## config.mk

```make
export PLATFORM = sky130hd
export DESIGN_NAME = window_autoscale_axis
export DESIGN_NICKNAME = d
export VERILOG_FILES = /design/src/rtl/core/wa_pkg.sv /design/src/rtl/core/wa_ram.sv /design/src/rtl/core/wa_div.sv /design/src/rtl/core/window_autoscale_axis.sv
export SDC_FILE = /design/constraint.sdc
export NUM_CORES = 2
export LEC_CHECK = 0
export BUFFER_PORTS_ARGS = -buffer_cell sky130_fd_sc_hd__buf_2
export CORE_ASPECT_RATIO = 1.5
export CORE_MARGIN = 4
export CORE_UTILIZATION = 55
export DETAILED_ROUTE_END_ITERATION = 10
export GPL_TIMING_DRIVEN = 1
export MAX_ROUTING_LAYER = met4
export PLACE_DENSITY = 0.71
export SYNTH_ARGS = -nofsm -noshare
export SYNTH_HDL_FRONTEND = slang
export SYNTH_SLANG_ARGS = --single-unit
```

## constraint.sdc

```tcl
create_clock -name i_clk -period 6.8 [get_ports i_clk]
set_input_delay 1.02 -clock i_clk [delete_from_list [all_inputs] [get_ports i_clk]]
set_output_delay 1.02 -clock i_clk [all_outputs]
set_load 0.01 [all_outputs]
```

## src/rtl/core/wa_pkg.sv

```systemverilog
package wa_pkg;

    localparam int WINDOW_POINTS = 90;
    localparam int WA_AW         = $clog2(WINDOW_POINTS);
    localparam int WA_CW         = $clog2(WINDOW_POINTS + 1);

    localparam int SAMPLE_W = 16;
    localparam int TICK_W   = 13;
    localparam int AXIS_W   = 17;
    localparam int SPAN_W   = 17;
    localparam int DIV_STEPS = SAMPLE_W;
    localparam int DIV_CW    = $clog2(DIV_STEPS);

    localparam int TICK_CHOICES = 8;
    localparam logic [TICK_W-1:0] TICK_FALLBACK = 13'd5;
    localparam logic [TICK_W-1:0] TICK_TABLE [TICK_CHOICES] = '{
        13'd5, 13'd10, 13'd25, 13'd50, 13'd250, 13'd500, 13'd2500, 13'd5000
    };

    typedef enum logic [3:0] {
        S_IDLE,
        S_FILL,
        S_SCAN,
        S_TICK,
        S_DIVS,
        S_DIV,
        S_MUL,
        S_FIN,
        S_OUT
    } t_state;

    // span/5 < t holds exactly when span < 5*t, so no divide is needed here
    function automatic logic [TICK_W-1:0] wa_pick_tick(input logic [SPAN_W-1:0] span);
        logic [TICK_W-1:0] tick;
        logic              found;
        logic [SPAN_W-1:0] limit;
        tick  = TICK_FALLBACK;
        found = 1'b0;
        for (int i = 0; i < TICK_CHOICES; i++) begin
            limit = ({4'd0, TICK_TABLE[i]} << 2) + {4'd0, TICK_TABLE[i]};
            if (!found && span < limit) begin
                tick  = TICK_TABLE[i];
                found = 1'b1;
            end
        end
        return tick;
    endfunction

endpackage

```

## src/rtl/core/wa_ram.sv

```systemverilog
module wa_ram #(
    parameter int WIDTH = 16,
    parameter int DEPTH = 90
) (
    input  logic                     i_clk,
    input  logic                     i_we,
    input  logic [$clog2(DEPTH)-1:0] i_waddr,
    input  logic [WIDTH-1:0]         i_wdata,
    input  logic                     i_re,
    input  logic [$clog2(DEPTH)-1:0] i_raddr,
    output logic [WIDTH-1:0]         o_rdata
);

    logic [WIDTH-1:0] r_mem [DEPTH];

    always_ff @(posedge i_clk) begin
        if (i_we) begin
            r_mem[i_waddr] <= i_wdata;
        end
        if (i_re) begin
            o_rdata <= r_mem[i_raddr];
        end
    end

endmodule

```

## src/rtl/core/wa_div.sv

```systemverilog
module wa_div (
    input  logic                         i_clk,
    input  logic                         i_rst_n,
    input  logic                         i_start,
    input  logic [wa_pkg::SAMPLE_W-1:0]  i_dividend,
    input  logic [wa_pkg::TICK_W-1:0]    i_divisor,
    output logic                         o_done,
    output logic [wa_pkg::SAMPLE_W-1:0]  o_quot
);
    import wa_pkg::*;

    logic                r_busy, n_busy;
    logic                r_done, n_done;
    logic [DIV_CW-1:0]   r_cnt, n_cnt;
    logic [TICK_W-1:0]   r_rem, n_rem;
    logic [SAMPLE_W-1:0] r_quo, n_quo;
    logic [TICK_W-1:0]   r_dvs, n_dvs;
    logic [TICK_W:0]     rem_sh;

    // restoring divide, one quotient bit per cycle
    always_comb begin
        n_busy = r_busy;
        n_done = 1'b0;
        n_cnt  = r_cnt;
        n_rem  = r_rem;
        n_quo  = r_quo;
        n_dvs  = r_dvs;
        rem_sh = {r_rem, r_quo[SAMPLE_W-1]};
        if (i_start) begin
            n_busy = 1'b1;
            n_cnt  = '0;
            n_rem  = '0;
            n_quo  = i_dividend;
            n_dvs  = i_divisor;
        end else if (r_busy) begin
            if (rem_sh >= {1'b0, r_dvs}) begin
                n_rem = TICK_W'(rem_sh - {1'b0, r_dvs});
                n_quo = {r_quo[SAMPLE_W-2:0], 1'b1};
            end else begin
                n_rem = rem_sh[TICK_W-1:0];
                n_quo = {r_quo[SAMPLE_W-2:0], 1'b0};
            end
            n_cnt = r_cnt + 1'b1;
            if (r_cnt == DIV_CW'(DIV_STEPS - 1)) begin
                n_busy = 1'b0;
                n_done = 1'b1;
            end
        end
    end

    always_ff @(posedge i_clk) begin
        if (!i_rst_n) begin
            r_busy <= 1'b0;
            r_done <= 1'b0;
            r_cnt  <= '0;
        end else begin
            r_busy <= n_busy;
            r_done <= n_done;
            r_cnt  <= n_cnt;
        end
        r_rem <= n_rem;
        r_quo <= n_quo;
        r_dvs <= n_dvs;
    end

    assign o_done = r_done;
    assign o_quot = r_quo;

endmodule

```

## src/rtl/core/window_autoscale_axis.sv

```systemverilog
// Channel   Dir  Width  Contents
// s_axis    in   16     altitude_sample
// m_axis    out  80     window_min, window_max, tick_step, axis_min, axis_max
//
// One item at a time: ready only while the sequencer is idle.
// Normal item: the window scan (one RAM read a cycle) and the 16-step shared
// divider set the time to the result and between items.
// First item after reset: the window is filled, one entry a cycle, the tick is
// the fallback and the divide follows.
// Reset is synchronous, active low; window contents need none. A result held in
// the output register stalls the next item only at its output step.
module window_autoscale_axis (
    input  logic        i_clk,
    input  logic        i_rst_n,
    input  logic        s_axis_tvalid,
    output logic        s_axis_tready,
    input  logic [15:0] s_axis_tdata,   // [15:0] altitude_sample
    output logic        m_axis_tvalid,
    input  logic        m_axis_tready,
    // [15:0] window_min, [31:16] window_max, [44:32] tick_step,
    // [61:45] axis_min, [78:62] axis_max, [79] zero
    output logic [79:0] m_axis_tdata
);
    import wa_pkg::*;

    t_state r_state, n_state;

    logic                       r_primed, n_primed;
    logic [WA_AW-1:0]           r_wptr, n_wptr;
    logic [WA_CW-1:0]           r_addr, n_addr;
    logic                       r_rd_vld, n_rd_vld;
    logic signed [SAMPLE_W-1:0] r_sample, n_sample;
    logic signed [SAMPLE_W-1:0] r_min, n_min;
    logic signed [SAMPLE_W-1:0] r_max, n_max;
    logic [TICK_W-1:0]          r_tick, n_tick;
    logic [AXIS_W-1:0]          r_prod, n_prod;
    logic signed [AXIS_W-1:0]   r_amin, n_amin;
    logic signed [AXIS_W-1:0]   r_amax, n_amax;
    logic                       r_ovalid, n_ovalid;
    logic [79:0]                r_odata, n_odata;

    logic                       ram_we;
    logic [WA_AW-1:0]           ram_waddr;
    logic                       ram_re;
    logic [SAMPLE_W-1:0]        ram_rdata;
    logic signed [SAMPLE_W-1:0] rd_val;
    logic                       div_start;
    logic                       div_done;
    logic [SAMPLE_W-1:0]        div_quot;
    logic [SAMPLE_W-1:0]        min_mag;
    logic [SPAN_W-1:0]          span;
    logic [SAMPLE_W+TICK_W-1:0] prod_full;
    logic signed [AXIS_W-1:0]   trunc_val;
    logic signed [AXIS_W-1:0]   amin_c;
    logic [AXIS_W-1:0]          five_tick;
    logic                       in_acc;
    logic                       out_free;

    wa_ram #(
        .WIDTH (SAMPLE_W),
        .DEPTH (WINDOW_POINTS)
    ) u_ram (
        .i_clk   (i_clk),
        .i_we    (ram_we),
        .i_waddr (ram_waddr),
        .i_wdata (r_sample),
        .i_re    (ram_re),
        .i_raddr (r_addr[WA_AW-1:0]),
        .o_rdata (ram_rdata)
    );

    wa_div u_div (
        .i_clk      (i_clk),
        .i_rst_n    (i_rst_n),
        .i_start    (div_start),
        .i_dividend (min_mag),
        .i_divisor  (r_tick),
        .o_done     (div_done),
        .o_quot     (div_quot)
    );

    assign s_axis_tready = (r_state == S_IDLE);
    assign in_acc        = s_axis_tvalid && s_axis_tready;
    assign out_free      = !r_ovalid || m_axis_tready;
    assign rd_val        = signed'(ram_rdata);
    assign min_mag       = r_min[SAMPLE_W-1] ? SAMPLE_W'(~r_min + 1'b1) : r_min;
    assign span          = SPAN_W'({r_max[SAMPLE_W-1], r_max} - {r_min[SAMPLE_W-1], r_min});
    assign prod_full     = div_quot * r_tick;
    assign five_tick     = ({4'd0, r_tick} << 2) + {4'd0, r_tick};
    // quotient is formed on the magnitude, so this truncates toward zero
    assign trunc_val     = r_min[SAMPLE_W-1] ? -signed'(r_prod) : signed'(r_prod);
    assign amin_c        = trunc_val - signed'({4'd0, r_tick});

    always_comb begin
        n_state   = r_state;
        n_primed  = r_primed;
        n_wptr    = r_wptr;
        n_addr    = r_addr;
        n_rd_vld  = 1'b0;
        n_sample  = r_sample;
        n_min     = r_min;
        n_max     = r_max;
        n_tick    = r_tick;
        n_prod    = r_prod;
        n_amin    = r_amin;
        n_amax    = r_amax;
        n_ovalid  = r_ovalid && !m_axis_tready;
        n_odata   = r_odata;
        ram_we    = 1'b0;
        ram_waddr = r_wptr;
        ram_re    = 1'b0;
        div_start = 1'b0;

        // min/max update comes in the cycle after the read
        if (r_rd_vld) begin
            if (rd_val < r_min) n_min = rd_val;
            if (rd_val > r_max) n_max = rd_val;
        end

        case (r_state)
            S_IDLE: begin
                if (in_acc) begin
                    n_sample = signed'(s_axis_tdata);
                    n_addr   = '0;
                    if (r_primed) begin
                        n_min   = 16'sh7fff;
                        n_max   = -16'sh8000;
                        n_state = S_SCAN;
                    end else begin
                        n_state = S_FILL;
                    end
                end
            end
            S_FILL: begin
                ram_we    = 1'b1;
                ram_waddr = r_addr[WA_AW-1:0];
                n_addr    = r_addr + 1'b1;
                if (r_addr == WA_CW'(WINDOW_POINTS - 1)) begin
                    // entry 0 already holds the sample, so the pointer moves on
                    n_primed = 1'b1;
                    n_wptr   = WA_AW'(1);
                    n_min    = r_sample;
                    n_max    = r_sample;
                    n_tick   = TICK_FALLBACK;
                    n_state  = S_DIVS;
                end
            end
            S_SCAN: begin
                if (r_addr != WA_CW'(WINDOW_POINTS)) begin
                    ram_re   = 1'b1;
                    n_rd_vld = 1'b1;
                    n_addr   = r_addr + 1'b1;
                end else if (!r_rd_vld) begin
                    n_state = S_TICK;
                end
            end
            S_TICK: begin
                ram_we  = 1'b1;
                n_wptr  = (r_wptr == WA_AW'(WINDOW_POINTS - 1)) ? '0 : r_wptr + 1'b1;
                n_tick  = wa_pick_tick(span);
                n_state = S_DIVS;
            end
            S_DIVS: begin
                div_start = 1'b1;
                n_state   = S_DIV;
            end
            S_DIV: begin
                if (div_done) begin
                    n_state = S_MUL;
                end
            end
            S_MUL: begin
                n_prod  = prod_full[AXIS_W-1:0];
                n_state = S_FIN;
            end
            S_FIN: begin
                n_amin  = amin_c;
                n_amax  = amin_c + signed'(five_tick);
                n_state = S_OUT;
            end
            S_OUT: begin
                if (out_free) begin
                    n_ovalid = 1'b1;
                    n_odata  = {1'b0, r_amax, r_amin, r_tick, r_max, r_min};
                    n_state  = S_IDLE;
                end
            end
            default: begin
                n_state = S_IDLE;
            end
        endcase
    end

    always_ff @(posedge i_clk) begin
        if (!i_rst_n) begin
            r_state  <= S_IDLE;
            r_primed <= 1'b0;
            r_wptr   <= '0;
            r_addr   <= '0;
            r_rd_vld <= 1'b0;
            r_ovalid <= 1'b0;
        end else begin
            r_state  <= n_state;
            r_primed <= n_primed;
            r_wptr   <= n_wptr;
            r_addr   <= n_addr;
            r_rd_vld <= n_rd_vld;
            r_ovalid <= n_ovalid;
        end
        r_sample <= n_sample;
        r_min    <= n_min;
        r_max    <= n_max;
        r_tick   <= n_tick;
        r_prod   <= n_prod;
        r_amin   <= n_amin;
        r_amax   <= n_amax;
        r_odata  <= n_odata;
    end

    assign m_axis_tvalid = r_ovalid;
    assign m_axis_tdata  = r_odata;

    a_div_done_in_div: assert property (@(posedge i_clk) disable iff (!i_rst_n)
        div_done |-> r_state == S_DIV)
        else $error("divider finished outside its wait state");

    a_rd_in_scan: assert property (@(posedge i_clk) disable iff (!i_rst_n)
        r_rd_vld |-> r_state == S_SCAN)
        else $error("window read data arrived outside the scan");

    a_primed_stays: assert property (@(posedge i_clk) disable iff (!i_rst_n)
        !$fell(r_primed))
        else $error("window lost its primed mark");

    a_axis_span: assert property (@(posedge i_clk) disable iff (!i_rst_n)
        r_ovalid |-> (r_odata[78:62] - r_odata[61:45]) ==
                     (({4'd0, r_odata[44:32]} << 2) + {4'd0, r_odata[44:32]}))
        else $error("axis bounds are not five ticks apart");

    a_window_order: assert property (@(posedge i_clk) disable iff (!i_rst_n)
        r_ovalid |-> signed'(r_odata[15:0]) <= signed'(r_odata[31:16]))
        else $error("window minimum above maximum");

endmodule

```

Word-level counts from Yosys, hierarchy flattened. Memory sizes are Yosys's and may differ from the RTL's. A register that Yosys moved wholly into a read port is not among the register bits. Index checks and enable logic that the tools add are counted.

Multipliers: 1. Shift-type cells: 0. Divide/modulo/power cells: 0. Eq/ne operators: 19. Multiplexer cells: 68. $add $sub $neg: 10. Bitwise logic cells: 3. $lt $le $gt $ge: 11. Reductions and logical operators: 32.

Operator list (number): 2-to-1 mux 16 bit (13); 2-to-1 mux 13 bit (8); case mux 16 bit (2 select lines) (2); case mux 4 bit (9 select lines) (1); 2-to-1 mux 7 bit (5); 2-to-1 mux 4 bit (7); 2-to-1 mux 1 bit (27); case mux 13 bit (2 select lines) (1); case mux 7 bit (3 select lines) (1); adder 17 bit (1); < comparator 17 x 11 -> 1 bit, second input constant (1); < comparator 17 x 12 -> 1 bit, second input constant (1); < comparator 17 x 14 -> 1 bit, second input constant (1); < comparator 17 x 15 -> 1 bit, second input constant (1); < comparator 17 x 5 -> 1 bit, second input constant (1); < comparator 17 x 6 -> 1 bit, second input constant (1); < comparator 17 x 7 -> 1 bit, second input constant (1); < comparator 17 x 8 -> 1 bit, second input constant (1); multiplier 16 x 13 -> 17 bit (1); 2-to-1 mux 17 bit (1); negation 17 bit (1); subtractor 16 x 16 -> 17 bit (1); subtractor 17 x 14 -> 17 bit (1); adder 15 x 13 -> 16 bit (1); 30 further kinds (64).

Memory bits (read-only): 0. Register bits after elaboration: 260. Output and inout port bits: 82. RAM bits: 1440. Latch bits: 0. Word-level logic and storage cells: 165. Memories: 1. Bits of input ports: 20.

Memories: u_ram.r_mem (depth 90, width 16, read ports 1, clocked after Yosys merged registers in 1, write ports 1, line wa_ram.sv:14) `logic [WIDTH-1:0] r_mem [DEPTH];`.

Logic depth before layout (Yosys ltp).
Depth after elaboration: 32. Gate-level depth with buffers: 21. Depth with buffers taken out: 21.

Cells and area by module. From an unflattened synthesis, not the netlist that was laid out.

Cell total of the unflattened synthesis: 4332. Area total of the unflattened synthesis: 74285.0 µm².

Modules (own cells, without submodules): wa_ram (cells an instance 2531, instances 1, area each 56072.5 µm², sequential area each 43721.9 µm²); window_autoscale_axis (cells an instance 1577, instances 1, area each 15730.1 µm², sequential area each 5715.5 µm²); wa_div (cells an instance 224, instances 1, area each 2482.4 µm², sequential area each 1251.2 µm²).

Worst setup path before layout. No wires, ideal clock.

Path kind: reg2reg. Start point: register r_tick[1]. End point: register r_prod[16], data pin. Library setup time: 0.266 ns. Buffers on the path: 2. Clock period less this slack: 5.269 ns. Required time: 6.534 ns. Stages on the path, launching flop included: 21. Arrival: 5.003 ns. Slack: 1.531 ns. Cell sequence: edfxtp_1 clkbuf_1 clkbuf_1 nand2_1 fa_1 inv_1 fa_1 fa_1 inv_1 fa_1 fa_1 inv_1 ha_1 inv_1 o21bai_1 a21oi_1 nor2b_1 o2111ai_1 nand2_1 o41ai_1 xnor2_1.

Word-level cells in the longest chain between the ends: 1.

RTL lines: from (decl) (line window_autoscale_axis.sv:35) `logic [TICK_W-1:0] r_tick, n_tick;`; from (signal assigned) (line window_autoscale_axis.sv:213) `r_tick <= n_tick;`; multiplier 16 x 13 -> 17 bit (line window_autoscale_axis.sv:88) `assign prod_full = div_quot * r_tick;`; via prod_full[16] (line window_autoscale_axis.sv:52) `logic [SAMPLE_W+TICK_W-1:0] prod_full;`; to (signal assigned) (line window_autoscale_axis.sv:214) `r_prod <= n_prod;`; to (decl) (line window_autoscale_axis.sv:36) `logic [AXIS_W-1:0] r_prod, n_prod;`.

The timed path passes the listed nets, and every way through them passes these cells. A chain may end at the register's enable or synchronous reset.

Final worst setup path. Ends and elaborated chain as after synthesis.

==> impl_metrics.env <==
export IMPL_status="completed"
export IMPL_clk_insertion_delay_late_ns=0.80
export IMPL_start_util_pct=55.3
export IMPL_setup_ws_ns=1.18
export IMPL_reg2regPathDepth=19
export IMPL_first_pass_iters=5
export IMPL_synth_edf_count=1638
export IMPL_hold_depth=1
export IMPL_port_buffer_count=99
export IMPL_cp_start_kind="flip-flop"
export IMPL_avgSynthCellArea_sq_um=18.0
export IMPL_drtAntennaViolNets=0
export IMPL_synthToLayoutAreaGrowth_pct=11.0
export IMPL_grt_max_degree=110
export IMPL_fin_crit_sh_pct=82.6
export IMPL_post_cts_buffers=0
export IMPL_grt_setup_unrepaired="false"
export IMPL_min_period_ns=5.62
export IMPL_cts_hold_buffers_added=0
export IMPL_wirelength_um=173000
export IMPL_nets=4557
export IMPL_hold_viol_final=0
export IMPL_crit_fanout=23
export IMPL_end_kind="flip-flop"
export IMPL_die_width_um=307
export IMPL_drc_errors=0
export IMPL_clock_sinks=1710
export IMPL_hold_path_class="input pin to flip-flop"
export IMPL_power_density_mw_per_mm2=283
export IMPL_vias=38000
export IMPL_ys_warn_count=0
export IMPL_clockBufferDepth=3
export IMPL_n_fill_cell=9353
export IMPL_placed_cell_area_sq_mm=0.0767
export IMPL_finalClockSkew_ns=0.0326
export IMPL_first_iter_violations=3574
export IMPL_die_h_um=456
export IMPL_postLayoutCellArea_sq_mm=0.0817
export IMPL_async_reset_ff_share_pct=0
export IMPL_wl_per_cell_um=28.0
export IMPL_synth_seq_cells=1710
export IMPL_grt_pass1_wl_um=256000
export IMPL_antenna_found_initial=2
export IMPL_tightest_slew_ns=1.29
export IMPL_gp_congestion=0.899
export IMPL_setup_violations_final=0
export IMPL_track_usage_pct=25.7
export IMPL_synth_main_ff_cell="edfxtp_1"
export IMPL_grt_overflow_total=0
export IMPL_fmax_mhz=178
export IMPL_setup_tns_final_ns=0
export IMPL_core_area_sq_mm=0.133
export IMPL_seq_area_frac_synth_pct=68.8
export IMPL_synth_top_area_share_pct=66.8
export IMPL_max_vdd_ir_drop_mv=0.196
export IMPL_drv_cap=0
export IMPL_cts_tree="yes"
export IMPL_fp_dieArea_sq_mm=0.140
export IMPL_grt_pass1_vias=39200
export IMPL_pin_count=102
export IMPL_cts_root_buf="clkbuf_16"
export IMPL_multiInputGateArea_sq_mm=0.0215
export IMPL_htreeDepth=4
export IMPL_required_ns=7.31
export IMPL_yosysTopAreaCell="edfxtp_1"
export IMPL_ys_types=84
export IMPL_synthesis_area_sq_mm=0.0736
export IMPL_pre_cts_slack_ns=1.24
export IMPL_synthTopCellsByArea="edfxtp_1 (67%), mux4_2 (14%), fa_1 (2.5%)"
export IMPL_power_leakage_nw=26.8
export IMPL_routed_via_density=6.16
export IMPL_seqCellArea_sq_mm=0.0506
export IMPL_path_clk_slew_ns=0.06
export IMPL_numCtsBuffers=156
export IMPL_crit_arrival_ns=6.13
export IMPL_hpwl_um=109000
export IMPL_layout_drive_gt1_share_pct=21.7
export IMPL_cts_resized=0
export IMPL_rows=164
export IMPL_crit_type="flip-flop to flip-flop"
export IMPL_slew_headroom_pct=12.6
export IMPL_slew_violations=0
export IMPL_syn_inst=4084
[Yosys cell counts (16+ instances only)]
| cell | number |
|---|---|
| mux2i_1 | 51 |
| clkbuf_1 | 115 |
| nand2_1 | 210 |
| or3_1 | 21 |
| xnor2_1 | 85 |
| nor2_1 | 219 |
| a211oi_1 | 32 |
| o31ai_1 | 16 |
| xor2_1 | 32 |
| dfxtp_1 | 72 |
| ha_1 | 147 |
| nand3_1 | 43 |
| edfxtp_1 | 1638 |
| inv_1 | 196 |
| nand2b_1 | 16 |
| a21o_1 | 23 |
| fa_1 | 92 |
| nor2b_1 | 42 |
| nor3_1 | 22 |
| buf_2 | 44 |
| o21ai_0 | 90 |
| mux4_2 | 448 |
| a21oi_1 | 127 |
| buf_1 | 18 |
| nand4_1 | 17 |
| and2_1 | 54 |
[final timing paths]
kind	startpoint	endpoint	slack, ns
hold / removal	s_axis_tdata[3]	r_sample[3]$_DFFE_PP_	0.40
setup reg to reg	r_tick[1]$_SDFFCE_PP0P_	r_prod[16]$_DFFE_PP_	1.18
setup / recovery	r_tick[1]$_SDFFCE_PP0P_	r_prod[16]$_DFFE_PP_	1.18
hold reg to reg	r_amax[2]$_DFFE_PP_	m_axis_tdata[64]$_DFFE_PP_	0.42
[critical path: stages (launching register included)]
cell and delay, ns:
edfxtp_1 0.96, nand2_1 0.19, fa_1 0.58, inv_1 0.05
fa_1 0.44, ha_1 0.29, ha_1 0.27, inv_1 0.05
fa_1 0.48, inv_1 0.07, fa_1 0.40, a21o_1 0.18
a21oi_1 0.26, o21bai_1 0.09, a21oi_1 0.23, nor2b_1 0.09
o2111ai_1 0.19, nand2_1 0.09, o41ai_1 0.31, xnor2_1 0.10
[where the power goes]
part / leakage, nW / internal, mW / switching [mW]
Clock: 2.44 / 4.78 / 3.81
Sequential: 15.3 / 11.7 / 0.173
Combinational: 8.99 / 1.05 / 1.58
Total: 26.8 / 17.6 / 5.56
[metal layers]
metal,part of all wire (%),track usage [%],routed length (um),vias up
li1,-,-,-,16500
met1,35,28.9,60600,19800
met2,54,45.4,94000,1324
met3,5.1,3.73,8760,369
met4,5.5,12.1,9420,0
met5,0,-,0,-
[kinds of logic after synthesis]
group,synth area share (%)
other,0.00509
AO/OA/AOI/OAI,3.63
AND/OR/NAND/NOR,4.59
XOR/XNOR,1.46
flip-flops,68.8
buffers and inverters,2.04
multiplexers,14.5
adder cells (fa/ha/maj),5.00
[flip-flops by register name, indices dropped and copies added (netlist names), 13 cells and up]
signal         flops
m_axis_tdata      77
r_amax            17
r_amin            17
r_max             16
r_min             16
r_prod            17
r_sample          16
u_div.o_quot      16
u_div.r_rem       13
u_ram.o_rdata     16
u_ram.r_mem     1440
[stage by stage]
step | hold WS (ns) | power, mW | util, % | cells
5_1_grt | 0.355 | 24.0 | 61.3 | 6168
3_5_place_dp | 0.405 | 14.8 | 57.6 | 5883
3_3_place_gp | 0.401 | 14.7 | 57.6 | 5883
2_1_floorplan | 0.400 | 14.0 | - | 4085
4_1_cts | 0.340 | 23.3 | 61.3 | 6166
6_report | 0.397 | 23.1 | 61.4 | 6169
[placed cells by master, fill, tap and decap left out, types with 9 or more instances in the layout]
master	count
a211oi_1	32
a21o_1	23
a21oi_1	127
a31oi_1	9
and2_1	54
and3_1	14
buf_2	99
buf_4	132
bufinv_16	9
clkbuf_1	27
clkbuf_16	160
clkbuf_8	9
clkinv_1	29
clkinv_2	26
dfxtp_1	67
edfxtp_1	1638
fa_1	92
ha_1	147
inv_1	196
mux2i_1	51
mux4_2	448
nand2_1	210
nand2b_1	16
nand3_1	43
nand3b_1	9
nand4_1	17
nor2_1	218
nor2b_1	41
nor3_1	21
o2111ai_1	11
o211ai_1	12
o21a_1	15
o21ai_0	90
o21bai_1	10
o22ai_1	11
o31ai_1	16
or3_1	21
xnor2_1	85
xor2_1	32
[final cells by class]
class | count | area share [%]
inverter | 196 | 0.900
clock inverter | 87 | 0.945
clock buffer | 196 | 5.18
sequential | 1710 | 62.0
antenna | 3 | 0.00919
multi-input combinational | 1996 | 26.3
timing repair buffer | 238 | 1.99
tap | 1743 | 2.67
No activity file was read; power rests on OpenSTA's default activity.
